**src/design/tlfcl_pkg.sv**
```systemverilog
`timescale 1ns / 1ps
// ----------------------------------------------------------------------------
// tlfcl_pkg: shared types and constants for the tank level block
// Widths, fixed-point constants, register indexes, health codes and the
// command/status bundles between controller and datapath.
// ----------------------------------------------------------------------------
package tlfcl_pkg;

    // Field widths
    localparam int UA_W       = 16;
    localparam int DIST_W     = 19;
    localparam int LVL_W      = 7;
    localparam int VOL_W      = 20;
    localparam int CNT_W      = 32;
    localparam int HLTH_W     = 2;
    localparam int SPAN_W     = 16;
    localparam int PCT_W      = 15;
    localparam int CFG_IDX_W  = 3;
    localparam int CFG_DATA_W = 20;
    localparam int OUT_DATA_W = 96;

    // Divider: dividend width and step counter width
    localparam int DIV_W     = 31;
    localparam int DIV_CNT_W = 5;

    // Loop current limits in microamps
    localparam logic [UA_W-1:0] CUR_MIN_UA  = 16'd3500;
    localparam logic [UA_W-1:0] CUR_MAX_UA  = 16'd22000;
    localparam logic [UA_W-1:0] CUR_ZERO_UA = 16'd4000;

    // Distance range in Q8 millimeters
    localparam logic [DIST_W-1:0] DIST_MIN_Q8 = 19'd51200;
    localparam logic [DIST_W-1:0] DIST_MAX_Q8 = 19'd512000;

    // Filter coefficient, Q16
    localparam logic [13:0] ALPHA_Q16 = 14'd13107;

    // Full scale percent in Q8
    localparam logic [PCT_W-1:0] PCT_FULL_Q8 = 15'd25600;

    // Reciprocal of 5: floor(y / 5) = (y * RECIP5) >> 22 for y < 2^22
    localparam logic [19:0] RECIP5       = 20'd838861;
    localparam int          RECIP5_SHIFT = 22;

    // Reciprocal of 100: floor(y / 100) = (y * RECIP100) >> 34 for y < 2^30
    localparam logic [27:0] RECIP100       = 28'd171798692;
    localparam int          RECIP100_SHIFT = 34;

    // Configuration register indexes
    localparam logic [CFG_IDX_W-1:0] REG_EMPTY    = 3'd0;
    localparam logic [CFG_IDX_W-1:0] REG_FULL     = 3'd1;
    localparam logic [CFG_IDX_W-1:0] REG_CAPACITY = 3'd2;
    localparam logic [CFG_IDX_W-1:0] REG_WARNING  = 3'd3;
    localparam logic [CFG_IDX_W-1:0] REG_CRITICAL = 3'd4;

    // Configuration reset values
    localparam logic [15:0]      EMPTY_RST    = 16'd2000;
    localparam logic [15:0]      FULL_RST     = 16'd200;
    localparam logic [VOL_W-1:0] CAPACITY_RST = 20'd0;
    localparam logic [LVL_W-1:0] WARNING_RST  = 7'd80;
    localparam logic [LVL_W-1:0] CRITICAL_RST = 7'd90;

    // Health codes
    localparam logic [HLTH_W-1:0] HEALTH_OK       = 2'd0;
    localparam logic [HLTH_W-1:0] HEALTH_WARNING  = 2'd1;
    localparam logic [HLTH_W-1:0] HEALTH_CRITICAL = 2'd2;
    localparam logic [HLTH_W-1:0] HEALTH_OFFLINE  = 2'd3;

    // Controller states, one-hot
    typedef enum logic [9:0] {
        ST_IDLE  = 10'b0000000001,
        ST_CLASS = 10'b0000000010,
        ST_DIST  = 10'b0000000100,
        ST_FILT  = 10'b0000001000,
        ST_UPD   = 10'b0000010000,
        ST_NUM   = 10'b0000100000,
        ST_DIV   = 10'b0001000000,
        ST_VOLA  = 10'b0010000000,
        ST_VOLB  = 10'b0100000000,
        ST_EMIT  = 10'b1000000000
    } tlfcl_state_t;

    // Commands from controller to datapath
    typedef struct packed {
        logic load;
        logic bad_step;
        logic dist_mul;
        logic dist_fin;
        logic filt_mul;
        logic filt_upd;
        logic num_load;
        logic div_step;
        logic vol_mul;
        logic vol_scale;
        logic emit;
    } tlfcl_cmd_t;

    // Status from datapath to controller
    typedef struct packed {
        logic frame_ok;
        logic sample_good;
        logic bad_emit;
        logic div_skip;
        logic div_last;
        logic out_free;
    } tlfcl_status_t;

endpackage

```
**src/design/tlfcl_ctrl.sv**
```systemverilog
`timescale 1ns / 1ps
// ----------------------------------------------------------------------------
// tlfcl_ctrl: sequencing controller
// Walks one sample through classification, distance scaling, filtering,
// percent division, volume scaling and result transfer.
// ----------------------------------------------------------------------------
module tlfcl_ctrl
    import tlfcl_pkg::*;
(
    input  logic          clk,
    input  logic          rst_n,
    input  logic          s_tvalid,
    output logic          s_tready,
    input  tlfcl_status_t status,
    output tlfcl_cmd_t    cmd
);

    tlfcl_state_t state_reg;
    tlfcl_state_t state_next;

    // Hold the state
    always_ff @(posedge clk or negedge rst_n)
    begin
        if (!rst_n)
        begin
            state_reg <= ST_IDLE;
        end
        else
        begin
            state_reg <= state_next;
        end
    end

    assign s_tready = (state_reg == ST_IDLE);

    // Advance the sequence and issue commands
    always_comb
    begin
        state_next = state_reg;
        cmd        = '0;
        case (state_reg)
            ST_IDLE:
            begin
                if (s_tvalid)
                begin
                    cmd.load   = 1'b1;
                    state_next = ST_CLASS;
                end
            end
            ST_CLASS:
            begin
                if (!status.frame_ok)
                begin
                    state_next = ST_IDLE;
                end
                else if (!status.sample_good)
                begin
                    cmd.bad_step = 1'b1;
                    state_next   = status.bad_emit ? ST_EMIT : ST_IDLE;
                end
                else
                begin
                    cmd.dist_mul = 1'b1;
                    state_next   = ST_DIST;
                end
            end
            ST_DIST:
            begin
                cmd.dist_fin = 1'b1;
                state_next   = ST_FILT;
            end
            ST_FILT:
            begin
                cmd.filt_mul = 1'b1;
                state_next   = ST_UPD;
            end
            ST_UPD:
            begin
                cmd.filt_upd = 1'b1;
                state_next   = ST_NUM;
            end
            ST_NUM:
            begin
                cmd.num_load = 1'b1;
                state_next   = status.div_skip ? ST_VOLA : ST_DIV;
            end
            ST_DIV:
            begin
                cmd.div_step = 1'b1;
                if (status.div_last)
                begin
                    state_next = ST_VOLA;
                end
            end
            ST_VOLA:
            begin
                cmd.vol_mul = 1'b1;
                state_next  = ST_VOLB;
            end
            ST_VOLB:
            begin
                cmd.vol_scale = 1'b1;
                state_next    = ST_EMIT;
            end
            ST_EMIT:
            begin
                // Wait for the output register to free up
                if (status.out_free)
                begin
                    cmd.emit   = 1'b1;
                    state_next = ST_IDLE;
                end
            end
            default:
            begin
                state_next = ST_IDLE;
            end
        endcase
    end

endmodule

```
**config.mk**
```make
export PLATFORM = sky130hd
export DESIGN_NAME = tlfcl_ctrl
export DESIGN_NICKNAME = d
export VERILOG_FILES = /design/src/design/tlfcl_pkg.sv /design/src/design/tlfcl_ctrl.sv
export SDC_FILE = /design/constraint.sdc
export NUM_CORES = 1
export LEC_CHECK = 0
export BUFFER_PORTS_ARGS = -buffer_cell sky130_fd_sc_hd__buf_2
export CAP_MARGIN = 20
export CORE_MARGIN = 5
export CORE_UTILIZATION = 40
export CTS_BUF_LIST = sky130_fd_sc_hd__clkbuf_4 sky130_fd_sc_hd__clkbuf_8 sky130_fd_sc_hd__clkbuf_16
export CTS_CLUSTER_SIZE = 24
export DETAILED_ROUTE_END_ITERATION = 16
export MAX_ROUTING_LAYER = met4
export PLACE_DENSITY = 0.64
export SYNTH_ARGS = -nofsm -noshare
export SYNTH_HDL_FRONTEND = slang
export SYNTH_SLANG_ARGS = --single-unit
```
**constraint.sdc**
```tcl
create_clock -name clk -period 2.15 [get_ports clk]
set_clock_uncertainty 0.05 [all_clocks]
set_input_delay 0.215 -clock clk [delete_from_list [all_inputs] [get_ports clk]]
set_output_delay 0.215 -clock clk [all_outputs]
set_load 0.05 [all_outputs]
```
Word level (Yosys, flattened, before mapping)
Index checks and enable logic that the tools add are counted.

word-level totals
  register bits = 10
  input bits = 9
  output and inout bits = 12
  logic and storage cells = 38

cells by class
  equality and inequality tests = 13
  mux-type cells = 23
  reduce and logical (&&, ||, !) cells = 1

operator list
  cell                  count
  $pmux 10 s10          1
  $mux 10               6
  $mux 1                13
  $eq 10x1->1 const B   1
  $eq 10x10->1 const B  1
  $eq 10x2->1 const B   1
  $eq 10x3->1 const B   1
  $eq 10x4->1 const B   1
  $eq 10x5->1 const B   1
  $eq 10x6->1 const B   1
  $eq 10x7->1 const B   1
  $eq 10x8->1 const B   1
  $eq 10x9->1 const B   1
  $mux 8                1
  $ne 2x2->1 const B    3
  $mux 2                2
  $reduce_and 3->1      1

Logic depth before layout (Yosys ltp)
Gate-level depths: netlist (run 1).

  depth after elaboration = 4
  gate-level depth with buffers = 5
  gate-level depth less buffers = 4

Least setup slack after synthesis (run 1)
Ideal clock, no wire load.

  kind = reg-to-output
  start point = register state_reg[4]
  end point = output cmd[0] in the netlist's numbering
  arrival = 2465 ps
  required time = 1885 ps
  path slack = -580 ps
  stages on the path, launching flop included = 4
  cell sequence = dfrtp_1 > nor4_1 > nand2_1 > nor4_1

RTL lines
  what                    RTL line          RTL
  from (decl)             tlfcl_ctrl.sv:18  tlfcl_state_t state_reg;
  from (signal assigned)  tlfcl_ctrl.sv:30  state_reg <= state_next;
  to (decl)               tlfcl_ctrl.sv:15  output tlfcl_cmd_t cmd

==> flow_summary_export.csv, run 1 <==
group,metric,value,unit
status,status,"complete, no violations",
timing,max_freq,470,MHz
setup_path,crit_type,"flip-flop to output pin",
synthesis,synth_most_common_cell,"dfrtp_1",
route,avgViaCountPerCell,6.09,
synthesis,yosysSeqAreaShare,37.3,%
global_routing,grt_pass1_vias,667,
timing,rsz0062_at_grt,"true",
setup_path,cp_max_fo,6,
cts,cts_made_buffers,3,
synthesis,synth_top_area_cell,"dfrtp_1",
route,first_pass_iters,4,
synthesis,synthesis.area,674,sq um
timing,timing.final.crit_share,99.0,%
synthesis,synth_cells,74,
cells_and_area,drive_above_1_share,52.5,%
cells_and_area,multi_input_area,469,sq um
timing,hold_ws,90.2,ps
pwr,vdd_ir_drop_max,0.000537,V
placement,routabilityCongestion,0.805,
synthesis,synth_area_leaders,"dfrtp_1 (33%), nor3b_1 (8.9%), nor4_1 (4.6%), dfstp_2 (3.9%), nand2_1 (3.9%)",
floorplanning,dieHeight,51.1,microns
setup_path,cp_top_family,"simple AND/OR/NAND/NOR gates",
cts,cts.reportedPaths.clkPinSlew,70,ps
timing,final.setup.tns,0,ps
setup_path,cp.arrival,1860,ps
cts,clockBufferDepth,2,
cells_and_area,largest_reg_flops,10,
synthesis,ys.flop_type,"dfrtp_1",
worst_hold_path,worst_hold_path_type,"primary input to flip-flop",
cts,clock-sinks,10,
cells_and_area,regArea,258,sq um
timing,max_slew_margin,79.3,%
cells_and_area,syn_to_final_growth,43.8,%
synthesis,ys_types,32,
cts,cts_tree,"yes",
pwr,p_leak,0.000430,uW
timing,hold_violations,0,
synthesis,synthTopCellsByCount,"dfrtp_1 (9), nor3b_1 (8), nand2_1 (7)",
placement,port_buffers,20,
setup_path,cp.required,1880,ps
route,first_iter_violations,46,
pwr,finalPower,820,uW
setup_path,worst_setup_path_start_kind,"flip-flop",
synthesis,yosysWarnings,0,
cells_and_area,finalNonFillerCells,117,
global_routing,grt_overflow,0,
route,routed_wl,1.88,mm
timing,finalSetupViolations,0,
setup_path,cp-end-kind,"output pin",
cells_and_area,diodes,0,
floorplanning,rows,14,
route,ant_nets,0,
floorplanning,fp.dieArea,2610,sq um
synthesis,synth-async-reset-ratio,100,%
cts,cts_htree_levels,1,
synthesis,avgSynthCellArea,9.11,sq um
timing,maxSlewViolCount,0,
floorplanning,pin_count,21,
placement,dp_slack,194,ps
timing,fin_ws,20.6,ps
setup_path,crit_buf_inv,2,
pwr,power.density,845,nW/um^2
cts,root_buffer,"clkbuf_4",
cells_and_area,n_fill_cell,135,
global_routing,antenna_found_initial,0,
floorplanning,initial_core_util,43.3,%
route,post-route-drc-count,0,
floorplanning,coreArea,1560,sq um
placement,dpl.cell_count,111,
cts,clock_latency,280,ps
cells_and_area,nets,111,
synthesis,synth_edf_count,0,
placement,hpwl,1.29,mm
route,vias,713,
timing,worstMarginPinSlew,308,ps
job,drv_cap,0,
floorplanning,fp.dieW,51.1,microns
synthesis,synthesis.nets,83,
synthesis,ys_seq_elements,10,
timing,min_period,2130,ps
setup_path,cp_cell_sequence,"nor4_2 -> nand3_1 -> buf_4 -> nor2_4 -> and2_2 -> clkbuf_4",
global_routing,grt_usage,15.8,%
route,wl_per_cell,16.1,microns
setup_path,worst_path_max_delay_cell,"dfrtp_2",
setup_path,cpPeakStageDelay,450,ps
global_routing,grt_pass1_wl,3.02,mm
global_routing,grt_max_degree,11,
synthesis,yosysTopAreaCellShare,33.4,%
[worst register-to-register path, delay by kind of cell, from the launching register on]
kind             cells  cell delay [ps]
flip-flops           1              470
AO/OA/AOI/OAI        1              140
AND/OR/NAND/NOR      3             1010
[area by class of cell]
class,count,share of cell area (%)
clock buffer,4,3.74
inverter,4,1.55
sequential,10,26.6
multi-input combinational,57,48.4
tap,16,2.06
timing repair buffer,26,17.7
[routing by layer]
layer	global-route usage [%]	vias to the layer above	share of wire (%)
met3	2.62	5	4.5
met4	6.73	0	2.0
met1	19.2	349	42
met2	25.8	33	52
li1	-	326	-
met5	-	-	0
[power breakdown]
part | total (uW) | internal (uW) | switching [uW]
clock network | 177 | 103 | 73.8
registers | 261 | 217 | 44.1
logic | 382 | 145 | 237
total | 820 | 465 | 355
[cells by family after synthesis]
logic type / Yosys count / share of synthesized area (%)
xor+xnor: 3 / 3.90
buf+inv: 7 / 5.38
compound gates: 12 / 13.0
flops: 10 / 37.3
simple gates: 42 / 40.4
[per-stage QoR]
step,utilization [%],cell area (sq um)
after global placement,54.1,843
after floorplan,-,714
after CTS,58.7,915
final,62.2,970
after detailed placement,54.1,843
after global routing,62.2,970
[placed cells by master, fill, tap and decap left out, types with 3 or more instances in the layout]
master / instances
buf_2: 15
buf_4: 6
buf_6: 3
clkbuf_4: 4
dfrtp_1: 4
dfrtp_2: 5
inv_1: 4
nand2_1: 7
nor2_1: 5
nor3b_1: 4
nor3b_2: 4
nor4_2: 4
o21ai_0: 3
[worst paths after layout]
path	from	end	slack [ps]	cells after the start
worst max-delay path	state_reg[7]$_DFFE_PN0P_	cmd[10]	20	6
worst min-delay path	status[1]	state_reg[6]$_DFFE_PN0P_	90	2
worst max register to register	state_reg[2]$_DFFE_PN0P_	state_reg[7]$_DFFE_PN0P_	410	4
worst min register to register	state_reg[2]$_DFFE_PN0P_	state_reg[4]$_DFFE_PN0P_	500	1
max in group asynchronous	rst_n	state_reg[0]$_DFFE_PN1P_	1520	2
min in group asynchronous	rst_n	state_reg[4]$_DFFE_PN0P_	270	2
[repair_timing]
item | CTS | global route
gates resized for setup | 4 | 18
buffers inserted | 1 | 0
hold endpoints to repair | 10 | 0
pin swaps | 1 | 1
hold buffers | 1 | 0
setup endpoints to repair | 7 | 10
Note: power is estimated with default switching activity, not from simulation.
==> inputs of run 2 (changes only) <==
--- a/config.mk
+++ b/config.mk
@@ -14,6 +14,7 @@
 export DETAILED_ROUTE_END_ITERATION = 16
 export MAX_ROUTING_LAYER = met4
 export PLACE_DENSITY = 0.64
+export SETUP_SLACK_MARGIN = 0.15
 export SYNTH_ARGS = -nofsm -noshare
 export SYNTH_HDL_FRONTEND = slang
 export SYNTH_SLANG_ARGS = --single-unit
==> run 2 against run 1 <==
Wire length rose by 8.8%. Critical path depth fell by 3. Largest power group unchanged. Fmax rose by 0.94%.
==> flow_summary_export.csv, run 2 (synthesis gave the netlist of run 1 again) <==
group,metric,value,unit
cells_and_area,largest_reg_flops,10,
setup_path,worstRegToRegCells,5,
timing,worstMarginPinSlew,386,ps
setup_path,crit_type,"flip-flop to output pin",
global_routing,antenna_found_initial,0,
setup_path,cp.arrival,1840,ps
placement,routabilityCongestion,0.788,
pwr,p_leak,0.000494,uW
placement,hpwl,1.26,mm
cts,cts_htree_levels,1,
global_routing,grt_usage,16.6,%
timing,max_slew_margin,74.1,%
timing,finalSetupViolations,0,
cells_and_area,nets,121,
cts,cts.reportedPaths.clkPinSlew,70,ps
floorplanning,dieHeight,51.1,microns
setup_path,endpoint,"cmd[4]",
cells_and_area,diodes,0,
setup_path,regToRegEndpoint,"state_reg[7]$_DFFE_PN0P_",
job,drv_cap,0,
placement,dpl.cell_count,111,
cells_and_area,drive_above_1_share,64.9,%
floorplanning,rows,14,
route,post-route-drc-count,0,
route,ant_nets,0,
worst_hold_path,hp-start,"status[1]",
global_routing,grt_max_degree,11,
setup_path,startpoint,"state_reg[4]$_DFFE_PN0P_",
cts,cts_made_buffers,3,
setup_path,worst_setup_path_start_kind,"flip-flop",
cells_and_area,layout_commonest_cell,"buf_4",
cells_and_area,n_fill_cell,99,
cts,clockBufferDepth,2,
timing,maxSlewViolCount,0,
route,wl_per_cell,16.1,microns
placement,dpl_cell_area,863,sq um
route,avgViaCountPerCell,5.62,
global_routing,grt_pass1_wl,3.15,mm
timing,hold_ws,87.9,ps
floorplanning,coreArea,1560,sq um
cts,clock_latency,270,ps
pwr,power.density,796,nW/um^2
pwr,finalPower,919,uW
setup_path,r2r_start,"state_reg[4]$_DFFE_PN0P_",
floorplanning,fp.dieArea,2610,sq um
floorplanning,initial_core_util,43.3,%
worst_hold_path,worst_hold_path_type,"primary input to flip-flop",
global_routing,grt_overflow,0,
timing,rsz0062_at_grt,"true",
timing,min_period,2110,ps
global_routing,grt_pass1_vias,685,
cells_and_area,layout_common_cells,"buf_4 (18), buf_2 (10), dfrtp_2 (7)",
floorplanning,pin_count,21,
cells_and_area,finalNonFillerCells,127,
route,vias,714,
status,status,"complete, no violations",
cells_and_area,syn_to_final_growth,71.1,%
cts,clock-sinks,10,
setup_path,cp_max_fo,5,
setup_path,r2r_slack,370,ps
timing,max_freq,474,MHz
setup_path,cp.required,1880,ps
cts,cts_tree,"yes",
cells_and_area,fin_area,1150,sq um
pwr,vdd_ir_drop_max,0.000744,V
route,first_iter_violations,8,
placement,port_buffers,20,
cts,root_buffer,"clkbuf_4",
route,routed_wl,2.05,mm
route,first_pass_iters,4,
setup_path,cp-end-kind,"output pin",
timing,timing.final.crit_share,98.1,%
timing,hold_violations,0,
floorplanning,fp.dieW,51.1,microns
==> run 2: cell count changes in the layout (fill, tap and decap cells not counted), sizes merged <==
cell / previous run / this run
clkbuf: 5 / 4
buf: 24 / 35
==> run 2: worst min-delay path by stage <==
| stage | end | slack, ps | cells past startpoint |
|---|---|---|---|
| CTS | state_reg[6]$_DFFE_PN0P_ | 90 | 2 |
| detailed placement | state_reg[3]$_DFFE_PN0P_ | 40 | 1 |
| global route | state_reg[6]$_DFFE_PN0P_ | 90 | 2 |
| finish | state_reg[6]$_DFFE_PN0P_ | 90 | 2 |
| global placement | state_reg[2]$_DFFE_PN0P_ | 40 | 1 |
| floorplan | state_reg[1]$_DFFE_PN0P_ | -130 | 0 |
==> run 2: area by class of cell <==
| cell class | count | area (sq um) | area share [%] |
|---|---|---|---|
| clock buffers | 4 | 36.3 | 3.15 |
| repair buffers | 36 | 278 | 24.1 |
| inverters | 4 | 15.0 | 1.30 |
| flip-flops and latches | 10 | 260 | 22.6 |
| well taps | 16 | 20.0 | 1.74 |
| multi-input cells | 57 | 544 | 47.2 |
==> run 2: through the flow <==
stage          util, %  TNS (ps)  setup slack (ps)
2_1_floorplan        -         0              40.1
3_3_place_gp      55.4         0               240
3_5_place_dp      55.4         0               187
4_1_cts           66.9         0              74.8
5_1_grt           74.0     -33.7             -27.6
6_report          74.0         0              40.4
==> run 2: where the power goes <==
| group | internal (uW) | leakage, uW | total (uW) | switching (uW) |
|---|---|---|---|---|
| Sequential | 217 | 0.000124 | 269 | 52.0 |
| Combinational | 198 | 0.000349 | 472 | 275 |
| Clock | 103 | 0.0000210 | 177 | 74.0 |
==> run 2: critical path: stages, from the launching register on <==
cell and delay [ps]:
dfrtp_2 460, or4b_4 560, nor4b_4 340, buf_6 210
==> run 2: per-layer routing <==
| metal | track usage [%] | routed length, microns |
|---|---|---|
| met5 | - | 0 |
| met4 | 6.73 | 38 |
| met3 | 3.49 | 55 |
| met2 | 26.4 | 1100 |
| met1 | 20.5 | 856 |
==> run 2: timing repair <==
action	in CTS	in global routing
gates cloned	0	0
buffers inserted	5	6
pin swaps	4	6
setup endpoints to repair	12	12
hold buffers	1	0
endpoints found under the hold margin	10	0
resized for setup	27	18
